===== src/sv/qmlm_pkg.sv =====
// ============================================================================
// qmlm_pkg
// Shared types, result codes and default sizes for the queued mutex lock
// manager.
// ============================================================================
`default_nettype none

package qmlm_pkg;

    // Default sizes
    localparam int NUM_LOCKS_DEF    = 4;
    localparam int WAIT_DEPTH_DEF   = 16;
    localparam int PROC_ID_BITS_DEF = 8;

    // Fixed field widths on the ports
    localparam int CMD_W     = 1;
    localparam int LOCK_ID_W = 2;
    localparam int PROC_ID_W = 8;
    localparam int STATUS_W  = 3;
    localparam int HANDED_W  = 8;
    localparam int LEFT_W    = 5;

    // Operation codes
    localparam logic [CMD_W-1:0] CMD_ACQUIRE = 1'b0;
    localparam logic [CMD_W-1:0] CMD_RELEASE = 1'b1;

    // Result codes
    localparam logic [STATUS_W-1:0] STAT_GRANTED = 3'd0;
    localparam logic [STATUS_W-1:0] STAT_QUEUED  = 3'd1;
    localparam logic [STATUS_W-1:0] STAT_FREED   = 3'd2;
    localparam logic [STATUS_W-1:0] STAT_HANDED  = 3'd3;
    localparam logic [STATUS_W-1:0] STAT_ERROR   = 3'd4;

    // Controller states
    typedef enum logic {
        ST_IDLE,
        ST_EXEC
    } state_t;

    // Commands from controller to datapath
    typedef struct packed {
        logic load;   // capture request, launch queue memory read
        logic exec;   // apply the update, register the result
    } ctrl_t;

endpackage : qmlm_pkg

`default_nettype wire


===== src/sv/qmlm_ctrl.sv =====
// ============================================================================
// qmlm_ctrl
// Two-state sequencer: takes a request when idle, then executes it in the
// datapath in the following cycle.
// ============================================================================
`default_nettype none

module qmlm_ctrl
(
    input  wire logic           clk,
    input  wire logic           rst_n,
    input  wire logic           start,
    output logic                busy,
    output qmlm_pkg::ctrl_t     ctrl
);
    import qmlm_pkg::*;

    state_t state_reg;
    state_t state_next;

    // State register
    always_ff @(posedge clk or negedge rst_n)
    begin
        if (!rst_n)
        begin
            state_reg <= ST_IDLE;
        end
        else
        begin
            state_reg <= state_next;
        end
    end

    // Next state
    always_comb
    begin
        state_next = state_reg;
        unique case (state_reg)
            ST_IDLE:
            begin
                if (start)
                begin
                    state_next = ST_EXEC;
                end
            end
            ST_EXEC:
            begin
                state_next = ST_IDLE;
            end
            default:
            begin
                state_next = ST_IDLE;
            end
        endcase
    end

    // Outputs
    always_comb
    begin
        busy      = 1'b0;
        ctrl.load = 1'b0;
        ctrl.exec = 1'b0;
        unique case (state_reg)
            ST_IDLE:
            begin
                ctrl.load = start;
            end
            ST_EXEC:
            begin
                busy      = 1'b1;
                ctrl.exec = 1'b1;
            end
            default:
            begin
                busy = 1'b0;
            end
        endcase
    end

    // A transfer is always followed by exactly one busy cycle
    a_accept_busy: assert property (@(posedge clk) disable iff (!rst_n)
        (start && !busy) |=> busy)
        else $error("accepted request did not enter execute");

    a_exec_one: assert property (@(posedge clk) disable iff (!rst_n)
        busy |=> !busy)
        else $error("execute lasted more than one cycle");

    a_load_exec: assert property (@(posedge clk) disable iff (!rst_n)
        ctrl.load |=> ctrl.exec)
        else $error("load not followed by execute");

endmodule : qmlm_ctrl

`default_nettype wire


===== src/sv/qmlm_dp.sv =====
// ============================================================================
// qmlm_dp
// Lock table, per-lock wait FIFO pointers, shared wait-queue memory and
// result registers.
// ============================================================================
`default_nettype none

module qmlm_dp
#(
    parameter int NUM_LOCKS    = qmlm_pkg::NUM_LOCKS_DEF,
    parameter int WAIT_DEPTH   = qmlm_pkg::WAIT_DEPTH_DEF,
    parameter int PROC_ID_BITS = qmlm_pkg::PROC_ID_BITS_DEF
)
(
    input  wire logic                           clk,
    input  wire logic                           rst_n,
    input  wire qmlm_pkg::ctrl_t                ctrl,
    input  wire logic [qmlm_pkg::CMD_W-1:0]     cmd,
    input  wire logic [qmlm_pkg::LOCK_ID_W-1:0] lock_id,
    input  wire logic [qmlm_pkg::PROC_ID_W-1:0] proc_id,
    output logic                                done,
    output logic [qmlm_pkg::STATUS_W-1:0]       status,
    output logic [qmlm_pkg::HANDED_W-1:0]       handed_to,
    output logic [qmlm_pkg::LEFT_W-1:0]         waiters_left
);
    import qmlm_pkg::*;

    localparam int LK_W   = (NUM_LOCKS > 1) ? $clog2(NUM_LOCKS) : 1;
    localparam int LK_EXT = (LK_W > LOCK_ID_W) ? LK_W : LOCK_ID_W;
    localparam int HD_W   = $clog2(WAIT_DEPTH);
    localparam int SUM_W  = HD_W + 1;
    localparam int CNT_W  = $clog2(WAIT_DEPTH + 1);
    localparam int ID_W   = (PROC_ID_BITS < PROC_ID_W) ? PROC_ID_BITS : PROC_ID_W;
    localparam int MEM_N  = NUM_LOCKS * WAIT_DEPTH;
    localparam int ADDR_W = (MEM_N > 1) ? $clog2(MEM_N) : 1;

    // Per-lock state
    logic             held_reg [NUM_LOCKS];
    logic [HD_W-1:0]  head_reg [NUM_LOCKS];
    logic [CNT_W-1:0] cnt_reg  [NUM_LOCKS];

    // Wait-queue memory
    logic [ID_W-1:0]  mem [MEM_N];
    logic [ID_W-1:0]  rd_data_reg;

    // Captured request
    logic [CMD_W-1:0] cmd_reg;
    logic [LK_W-1:0]  lk_reg;
    logic             in_range_reg;
    logic [ID_W-1:0]  pid_reg;

    // Result registers
    logic                done_reg;
    logic [STATUS_W-1:0] status_reg;
    logic [HANDED_W-1:0] handed_reg;
    logic [LEFT_W-1:0]   left_reg;

    // Request decode at the transfer
    logic [LK_EXT-1:0] lk_ext;
    logic [LK_W-1:0]   lk_idx;
    logic              in_range;
    logic [HD_W-1:0]   rd_head;
    logic [ADDR_W-1:0] rd_addr;

    assign lk_ext   = LK_EXT'(lock_id);
    assign lk_idx   = lk_ext[LK_W-1:0];
    assign in_range = (32'(lock_id) < NUM_LOCKS);
    assign rd_head  = in_range ? head_reg[lk_idx] : '0;
    assign rd_addr  = in_range ? ADDR_W'(ADDR_W'(lk_idx) * ADDR_W'(WAIT_DEPTH)
                                         + ADDR_W'(rd_head)) : '0;

    // Execute-cycle update
    logic              cur_held;
    logic [HD_W-1:0]   cur_head;
    logic [CNT_W-1:0]  cur_cnt;
    logic [SUM_W-1:0]  tail_sum;
    logic [HD_W-1:0]   tail_slot;
    logic [ADDR_W-1:0] wr_addr;
    logic              wr_en;
    logic              upd_en;
    logic              held_next;
    logic [HD_W-1:0]   head_next;
    logic [CNT_W-1:0]  cnt_next;
    logic [STATUS_W-1:0] status_next;
    logic [HANDED_W-1:0] handed_next;
    logic [CNT_W-1:0]  left_next;

    assign cur_held  = in_range_reg ? held_reg[lk_reg] : 1'b0;
    assign cur_head  = in_range_reg ? head_reg[lk_reg] : '0;
    assign cur_cnt   = in_range_reg ? cnt_reg[lk_reg]  : '0;
    assign tail_sum  = SUM_W'(cur_head) + SUM_W'(cur_cnt);
    assign tail_slot = (tail_sum >= SUM_W'(WAIT_DEPTH))
                       ? HD_W'(tail_sum - SUM_W'(WAIT_DEPTH)) : HD_W'(tail_sum);
    assign wr_addr   = ADDR_W'(ADDR_W'(lk_reg) * ADDR_W'(WAIT_DEPTH)
                               + ADDR_W'(tail_slot));

    always_comb
    begin
        wr_en       = 1'b0;
        upd_en      = 1'b0;
        held_next   = cur_held;
        head_next   = cur_head;
        cnt_next    = cur_cnt;
        status_next = STAT_ERROR;
        handed_next = '0;
        left_next   = '0;
        if (in_range_reg)
        begin
            left_next = cur_cnt;
            if (cmd_reg == CMD_ACQUIRE)
            begin
                priority if (!cur_held)
                begin
                    upd_en      = 1'b1;
                    held_next   = 1'b1;
                    status_next = STAT_GRANTED;
                end
                else if (cur_cnt == CNT_W'(WAIT_DEPTH))
                begin
                    status_next = STAT_ERROR;
                end
                else
                begin
                    upd_en      = 1'b1;
                    wr_en       = 1'b1;
                    cnt_next    = cur_cnt + CNT_W'(1);
                    left_next   = cur_cnt + CNT_W'(1);
                    status_next = STAT_QUEUED;
                end
            end
            else
            begin
                priority if (!cur_held)
                begin
                    status_next = STAT_ERROR;
                end
                else if (cur_cnt == '0)
                begin
                    upd_en      = 1'b1;
                    held_next   = 1'b0;
                    left_next   = '0;
                    status_next = STAT_FREED;
                end
                else
                begin
                    // hand ownership to the oldest waiter
                    upd_en      = 1'b1;
                    head_next   = (cur_head == HD_W'(WAIT_DEPTH - 1))
                                  ? '0 : cur_head + HD_W'(1);
                    cnt_next    = cur_cnt - CNT_W'(1);
                    left_next   = cur_cnt - CNT_W'(1);
                    handed_next = HANDED_W'(rd_data_reg);
                    status_next = STAT_HANDED;
                end
            end
        end
    end

    // Request capture
    always_ff @(posedge clk)
    begin
        if (ctrl.load)
        begin
            cmd_reg      <= cmd;
            lk_reg       <= lk_idx;
            in_range_reg <= in_range;
            pid_reg      <= proc_id[ID_W-1:0];
        end
    end

    // Queue memory: write on enqueue, read head at the transfer
    always_ff @(posedge clk)
    begin
        if (ctrl.exec && wr_en)
        begin
            mem[wr_addr] <= pid_reg;
        end
        if (ctrl.load)
        begin
            rd_data_reg <= mem[rd_addr];
        end
    end

    // Lock table
    always_ff @(posedge clk or negedge rst_n)
    begin
        if (!rst_n)
        begin
            for (int i = 0; i < NUM_LOCKS; i++)
            begin
                held_reg[i] <= 1'b0;
                head_reg[i] <= '0;
                cnt_reg[i]  <= '0;
            end
        end
        else if (ctrl.exec && upd_en)
        begin
            held_reg[lk_reg] <= held_next;
            head_reg[lk_reg] <= head_next;
            cnt_reg[lk_reg]  <= cnt_next;
        end
    end

    // Result strobe
    always_ff @(posedge clk or negedge rst_n)
    begin
        if (!rst_n)
        begin
            done_reg <= 1'b0;
        end
        else
        begin
            done_reg <= ctrl.exec;
        end
    end

    // Result payload
    always_ff @(posedge clk)
    begin
        if (ctrl.exec)
        begin
            status_reg <= status_next;
            handed_reg <= handed_next;
            left_reg   <= LEFT_W'(left_next);
        end
    end

    assign done         = done_reg;
    assign status       = status_reg;
    assign handed_to    = handed_reg;
    assign waiters_left = left_reg;

    // A waiter can only exist behind an owner
    for (genvar g = 0; g < NUM_LOCKS; g++)
    begin : g_chk
        a_wait_held: assert property (@(posedge clk) disable iff (!rst_n)
            (cnt_reg[g] != '0) |-> held_reg[g])
            else $error("waiters queued on a free lock");
    end

    a_queued_left: assert property (@(posedge clk) disable iff (!rst_n)
        (done_reg && status_reg == STAT_QUEUED && WAIT_DEPTH < 32) |-> (left_reg != '0))
        else $error("queued result reports empty queue");

    a_handed_zero: assert property (@(posedge clk) disable iff (!rst_n)
        (done_reg && status_reg != STAT_HANDED) |-> (handed_reg == '0))
        else $error("handed_to set without hand-over");

endmodule : qmlm_dp

`default_nettype wire


===== src/sv/queued_mutex_lock_manager.sv =====
// ============================================================================
// queued_mutex_lock_manager
// Lock manager for a set of mutexes, each with a FIFO of waiting process ids.
// ============================================================================
// Usage:
//   Request channel: drive cmd, lock_id and proc_id and raise start; the
//   transfer happens at a clock edge where start is high and busy is low.
//   An acquire grants a free lock or queues the caller; a release frees the
//   lock or hands it to the oldest waiter, whose id is reported.
//   Result channel: done is high for exactly one cycle with status,
//   handed_to and waiters_left valid; the receiver must take it then.
//   Timing: the transfer moves the sequencer into its execute state, and
//   done and the result are registered from that state.
//   Pacing: busy holds off new requests while one executes, which takes the
//   head read of the wait-queue memory in the transfer cycle followed by the
//   read-modify-write of the lock entry in the execute cycle. A new request
//   may be taken in the same cycle that the previous result is shown.
//   Reset: every lock free and every wait queue empty; queue memory contents
//   are not cleared and need no clearing pass.
// ============================================================================
`default_nettype none

module queued_mutex_lock_manager
#(
    parameter int NUM_LOCKS    = qmlm_pkg::NUM_LOCKS_DEF,
    parameter int WAIT_DEPTH   = qmlm_pkg::WAIT_DEPTH_DEF,
    parameter int PROC_ID_BITS = qmlm_pkg::PROC_ID_BITS_DEF
)
(
    input  wire logic                           clk,
    input  wire logic                           rst_n,
    input  wire logic                           start,
    output logic                                busy,
    input  wire logic [qmlm_pkg::CMD_W-1:0]     cmd,
    input  wire logic [qmlm_pkg::LOCK_ID_W-1:0] lock_id,
    input  wire logic [qmlm_pkg::PROC_ID_W-1:0] proc_id,
    output logic                                done,
    output logic [qmlm_pkg::STATUS_W-1:0]       status,
    output logic [qmlm_pkg::HANDED_W-1:0]       handed_to,
    output logic [qmlm_pkg::LEFT_W-1:0]         waiters_left
);
    import qmlm_pkg::*;

    ctrl_t ctrl;

    // Sequencer
    qmlm_ctrl u_ctrl
    (
        .clk   (clk),
        .rst_n (rst_n),
        .start (start),
        .busy  (busy),
        .ctrl  (ctrl)
    );

    // Lock table and queues
    qmlm_dp
    #(
        .NUM_LOCKS    (NUM_LOCKS),
        .WAIT_DEPTH   (WAIT_DEPTH),
        .PROC_ID_BITS (PROC_ID_BITS)
    )
    u_dp
    (
        .clk          (clk),
        .rst_n        (rst_n),
        .ctrl         (ctrl),
        .cmd          (cmd),
        .lock_id      (lock_id),
        .proc_id      (proc_id),
        .done         (done),
        .status       (status),
        .handed_to    (handed_to),
        .waiters_left (waiters_left)
    );

endmodule : queued_mutex_lock_manager

`default_nettype wire

===== config.mk =====
export PLATFORM = sky130hd
export DESIGN_NAME = queued_mutex_lock_manager
export DESIGN_NICKNAME = d
export VERILOG_FILES = /design/src/sv/qmlm_pkg.sv /design/src/sv/qmlm_ctrl.sv /design/src/sv/qmlm_dp.sv /design/src/sv/queued_mutex_lock_manager.sv
export SDC_FILE = /design/constraint.sdc
export NUM_CORES = 1
export LEC_CHECK = 0
export BUFFER_PORTS_ARGS = -buffer_cell sky130_fd_sc_hd__buf_2
export CAP_MARGIN = 10
export CORE_MARGIN = 8
export CORE_UTILIZATION = 48
export CTS_BUF_LIST = sky130_fd_sc_hd__clkbuf_16
export DETAILED_ROUTE_END_ITERATION = 8
export GPL_TIMING_DRIVEN = 0
export PLACE_DENSITY = 0.71
export SKIP_CTS_REPAIR_TIMING = 1
export SYNTH_ARGS = -nofsm -noshare
export SYNTH_HDL_FRONTEND = slang
export SYNTH_SLANG_ARGS = --single-unit

===== constraint.sdc =====
create_clock -name clk -period 3.7 [get_ports clk]
set_input_delay 0.37 -clock clk [delete_from_list [all_inputs] [get_ports clk]]
set_output_delay 0.37 -clock clk [all_outputs]
set_load 0.005 [all_outputs]

After elaboration in Yosys (flattened, before gate mapping). Memory sizes are Yosys's and may differ from the RTL's. A register that Yosys moved wholly into a read port is not among the register bits. Index checks and enable logic that the tools add are counted.

Add/sub/neg operators: 7. Magnitude comparators: 4. Equality and inequality tests: 2. Muxes and demuxes: 54. Bitwise operators: 5. Reduce and logical (&&, ||, !) cells: 5.

Operator list (number): 5-bit two-way mux (11); 4-bit two-way mux (10); 20-bit bitwise mux (1); 1-bit two-way mux (18); 4-bit binary-select mux with 2-bit select (2); 16-bit bitwise mux (1); 6-bit by 4-bit adder with 6-bit output (2); 3-bit two-way mux (4); 5-bit binary-select mux with 2-bit select (1); 5-bit demux with 2-bit select (1); 4-bit demux with 2-bit select (1); 3-bit >= comparator (second input constant) (2); 2-bit inverter with 3-bit output (2); 4-bit by 5-bit adder with 5-bit output (1); 5-bit by 1-bit adder with 5-bit output (second input constant) (1); 5-bit == test (second input constant) (1); 5-bit >= comparator (second input constant) (1); 5-bit logical NOT (1); 5-bit by 1-bit subtractor with 5-bit output (second input constant) (1); 4-bit by 1-bit adder with 4-bit output (second input constant) (1); 4-bit bitwise mux (1); 4-bit == test (second input constant) (1); 4-bit by 1-bit subtractor with 4-bit output (second input constant) (1); 1-bit logical AND (3); 6 further kinds (8).

Register bits after elaboration: 69. Bits in writable memories: 512. Input bits: 14. Output and inout port bits: 18. Logic and storage cells: 98. Memories: 1.

Memories: u_dp.mem (words 64, bits a word 8, rd ports 1, clocked after Yosys merged registers in 1, wr ports 1, RTL line qmlm_dp.sv:43) `logic [ID_W-1:0] mem [MEM_N];`.

Logic depth before layout (Yosys ltp).
Depth after elaboration: 11. Gate-level depth with buffers: 13.

By module. From an unflattened synthesis, not the netlist that was laid out.

Cells, all modules: 1622. Area total of the unflattened synthesis: 24129.4 um^2.

Modules (own cells, without submodules): qmlm_dp (instances 1, cells an instance 1618, area each 24075.6 um^2, seq. area each 17451.7 um^2); qmlm_ctrl (instances 1, cells an instance 4, area each 53.8 um^2, seq. area each 25.0 um^2).

Worst setup path after synthesis. OpenSTA, ideal clock, no wires.

Kind: register to register. Start point: register u_dp.lk_reg[0]. End point: memory u_dp.mem[56][0] in the netlist's numbering, enable pin. Library setup time: 0.371 ns. Arrival time: 3.146 ns. Data required time: 3.329 ns. Path slack: 0.183 ns. Stages on the path, launching flop included: 11. Path through: edfxtp_1 -> buf_6 -> clkbuf_1 -> mux4_2 -> ha_1 -> a21o_1 -> a21oi_1 -> xnor2_1 -> xor2_1 -> nand3_1 -> nor2_1.

Word-level cells in the longest chain between the ends: 11. Elaborated cells between the ends (all ways): 22. Those cells by class: add/sub (3); order compare (1); eq/ne (1); mux (15); bitwise (1); reduce/logical (1).

Ends and longest elaborated chain: start, declared (RTL line qmlm_dp.sv:48) `logic [LK_W-1:0] lk_reg;`; start signal, assigned (RTL line qmlm_dp.sv:165) `lk_reg <= lk_idx;`; parallel branches: the longest is 11 deep, another holds 6-bit by 4-bit adder with 6-bit output; end, declared (RTL line qmlm_dp.sv:43).

Parallel ways; which one is timed is not known. The select of a mux whose other input is x is not followed.

Worst setup path in the final report.
Start point: register u_dp.lk_reg[1]. End point: memory u_dp.mem[56][7] in the netlist's numbering, enable pin.

Same word-level chain as after synthesis.

==> flow_metrics.env <==
export IMPL_totalPowerFinal_mw=21.2
export IMPL_combPwrFrac_pct=34.4
export IMPL_yosysUniqueCellTypes=56
export IMPL_synthArstFlopShare_pct=7.13
export IMPL_finalSetupViolations=0
export IMPL_clock_path_buffers=3
export IMPL_p_leak_nw=10.3
export IMPL_startpoint_type="register"
export IMPL_r2r_end="u_dp.mem[56][7]"
export IMPL_p_per_area_nw_per_um2=743
export IMPL_fill_cells=3803
export IMPL_grtUsageTotal_pct=20.4
export IMPL_dr_pass1_iters=6
export IMPL_regArea_sq_um=17500
export IMPL_final_common_cell="edfxtp_1"
export IMPL_skew_ns=0.0174
export IMPL_multi_input_area_sq_um=6900
export IMPL_largest_reg_flops=512
export IMPL_min_period_over_period_pct=96.5
export IMPL_dp_slack_ns=-0.930
export IMPL_mostFrequentLayoutCells="edfxtp_1 (547), nand2_1 (228), mux2i_1 (220)"
export IMPL_max_slew_margin_pct=27.8
export IMPL_max_cap_violations=0
export IMPL_r2r_setup_slack_ns=0.13
export IMPL_crit_type="register to register"
export IMPL_drc=0
export IMPL_finalWorstSetupSlack_ns=0.129
export IMPL_clkLatencyLatePin_ns=0.61
export IMPL_synth_nets=1635
export IMPL_ir_drop_v=0.000596
export IMPL_critPathRequiredTime_ns=3.98
export IMPL_min_from="lock_id[1]"
export IMPL_htree_num_levels=2
export IMPL_gp_congestion=0.906
export IMPL_hold_viol_final=0
export IMPL_fmax_mhz=280
export IMPL_chipHeight_um=240
export IMPL_pwr_share_clk_pct=28.0
export IMPL_p_sw_mw=7.45
export IMPL_overflow=0
export IMPL_ys_warn_count=0
export IMPL_die_w_um=240
export IMPL_ant_nets=0
export IMPL_grt_pass1_vias=14145
export IMPL_worstHoldEndpoint="u_dp.lk_reg[1]"
export IMPL_worst_path_max_fanout=10
export IMPL_initial_core_util_pct=48.4
export IMPL_hp_class="input port to register"
export IMPL_rows=82
export IMPL_dp_hpwl_mm=40.4
export IMPL_cts_sinks=589
export IMPL_ys_flop_type="edfxtp_1"
export IMPL_die_area_sq_um=57700
export IMPL_reg2reg_depth=10
export IMPL_seqPwrFrac_pct=37.6
export IMPL_worstMarginPinSlew_ns=1.08
export IMPL_syn_cell_area_sq_um=24100
export IMPL_synth_area_per_cell_sq_um=15.0
export IMPL_top_level_ports=32
export IMPL_cp_slowest_cell="edfxtp_1"
export IMPL_outcome="finished clean"
export IMPL_port_buffers=31
export IMPL_first_iter_violations=1461
export IMPL_fin_crit_ns=3.57
export IMPL_hold_depth=1
export IMPL_synth_edff_count=547
export IMPL_clk_pin_slew_worst_paths_ns=0.06
export IMPL_cts_root_buffer="clkbuf_16"
export IMPL_syn2layout_area_growth_pct=18.2
export IMPL_crit_arrival_ns=3.85
export IMPL_critPathMaxStageDelay_ns=0.54
export IMPL_grt_start_max_net_pins=43
export IMPL_antennaDiodeCount=0
export IMPL_grt_pass1_wl_mm=88.1
export IMPL_seq_area_frac_synth_pct=72.4
export IMPL_worstPathCellList="clkbuf_4, mux4_2, ha_1, a21o_1, a21oi_1, xnor2_2, xor2_2, buf_12, nand3_4, nor2_4"
export IMPL_internal_power_mw=13.8
export IMPL_cts_made_buffers=57
export IMPL_antenna_found_initial=0
export IMPL_layout_nets=1766
export IMPL_slew_viol_final=0
export IMPL_drive_gt1_share_pct=17.9
export IMPL_switching_share_pct=35.2
export IMPL_viasPerCell=5.86
export IMPL_tritoncts="built"
export IMPL_netlist_instances=1613
export IMPL_vias=14422
export IMPL_ys_ff_latch=589
export IMPL_wirelength_mm=59.7
export IMPL_r2r_start="u_dp.lk_reg[1]"
export IMPL_wl_per_cell_um=24.3
export IMPL_fin_hold_ws_ns=0.0788
export IMPL_endpoint_kind="register"
export IMPL_core_sq_um=49900
## power groups by stage
stage	Sequential [mW]	Combinational [mW]	Clock, mW
floorplan	8.05	4.15	0
global placement	8.16	5.94	0
detailed placement	8.10	6.21	0
CTS	7.97	6.24	6.00
global route	8.01	7.69	6.25
finish	7.98	7.29	5.94
## routing by layer
layer,vias up,global-route usage [%],part of all wire (%)
met3,146,3.99,9.3
met1,7204,27.6,40
met4,0,7.02,3.9
met5,-,0,0
met2,682,32.8,47
li1,6390,-,-
## cells in the mapped netlist, types with 11 or more instances
library cell | n | area share [%]
buf_2 | 37 | 0.77
a21oi_1 | 51 | 1.1
dfrtp_1 | 42 | 4.4
nand3_1 | 77 | 1.6
mux2_2 | 13 | 0.61
clkbuf_1 | 36 | 0.56
edfxtp_1 | 547 | 68
mux4_2 | 11 | 1.0
and2_1 | 12 | 0.31
mux2i_1 | 220 | 9.1
inv_1 | 13 | 0.20
a32oi_1 | 24 | 0.87
nor2b_1 | 16 | 0.41
and3_1 | 29 | 0.75
nor2_1 | 109 | 1.7
nand2_1 | 238 | 3.7
## metrics by stage
stage               std cells   TNS, ns  cell area [sq um]  util, %
floorplan                1613         0              24100        -
global placement         2316   -332.12              25100     50.4
detailed placement       2338   -381.71              25700     51.5
CTS                      2441   -386.97              27600     55.3
global route             2460  -0.00797              28500     57.2
finish                   2460         0              28500     57.2
## cell families after synthesis
family                   share of synthesized area, %
AO/OA/AOI/OAI                                    4.53
XOR/XNOR                                        0.218
adder cells (fa/ha/maj)                         0.446
buffers and inverters                            1.90
flip-flops                                       72.4
multiplexers                                     11.1
AND/OR/NAND/NOR                                  9.42
## cell type report
type | instances | area share, %
buffer | 85 | 1.45
clock inverter | 45 | 1.61
multi-input combinational | 924 | 24.2
clock buffer | 58 | 5.09
inverter | 14 | 0.184
timing repair buffer | 73 | 3.28
sequential | 589 | 61.3
tap | 672 | 2.95
## critical path, delay by kind of cell, from the launching register on
| kind | cells | cell delay, ns |
|---|---|---|
| xor+xnor | 2 | 0.42 |
| mux | 1 | 0.43 |
| flops | 1 | 0.54 |
| compound gates | 2 | 0.41 |
| buf+inv | 2 | 0.51 |
| fa+ha+maj | 1 | 0.36 |
| simple gates | 2 | 0.57 |
## worst max path at each step
| stage | from | endpoint | slack, ns | cells after the start |
|---|---|---|---|---|
| after floorplan | u_dp.lk_reg[0] | u_dp.mem[56][0] | 0.18 | 10 |
| after global placement | u_dp.lk_reg[1] | u_dp.mem[58][4] | -0.85 | 11 |
| after detailed placement | u_dp.lk_reg[0] | u_dp.mem[19][3] | -0.93 | 8 |
| after CTS | u_dp.lk_reg[0] | u_dp.mem[43][3] | -0.96 | 8 |
| after global routing | u_dp.head_reg[4] | u_dp.rd_data_reg[6] | -0.006 | 9 |
| final | u_dp.lk_reg[1] | u_dp.mem[56][7] | 0.13 | 10 |
Power figures use the tool's default switching activity.
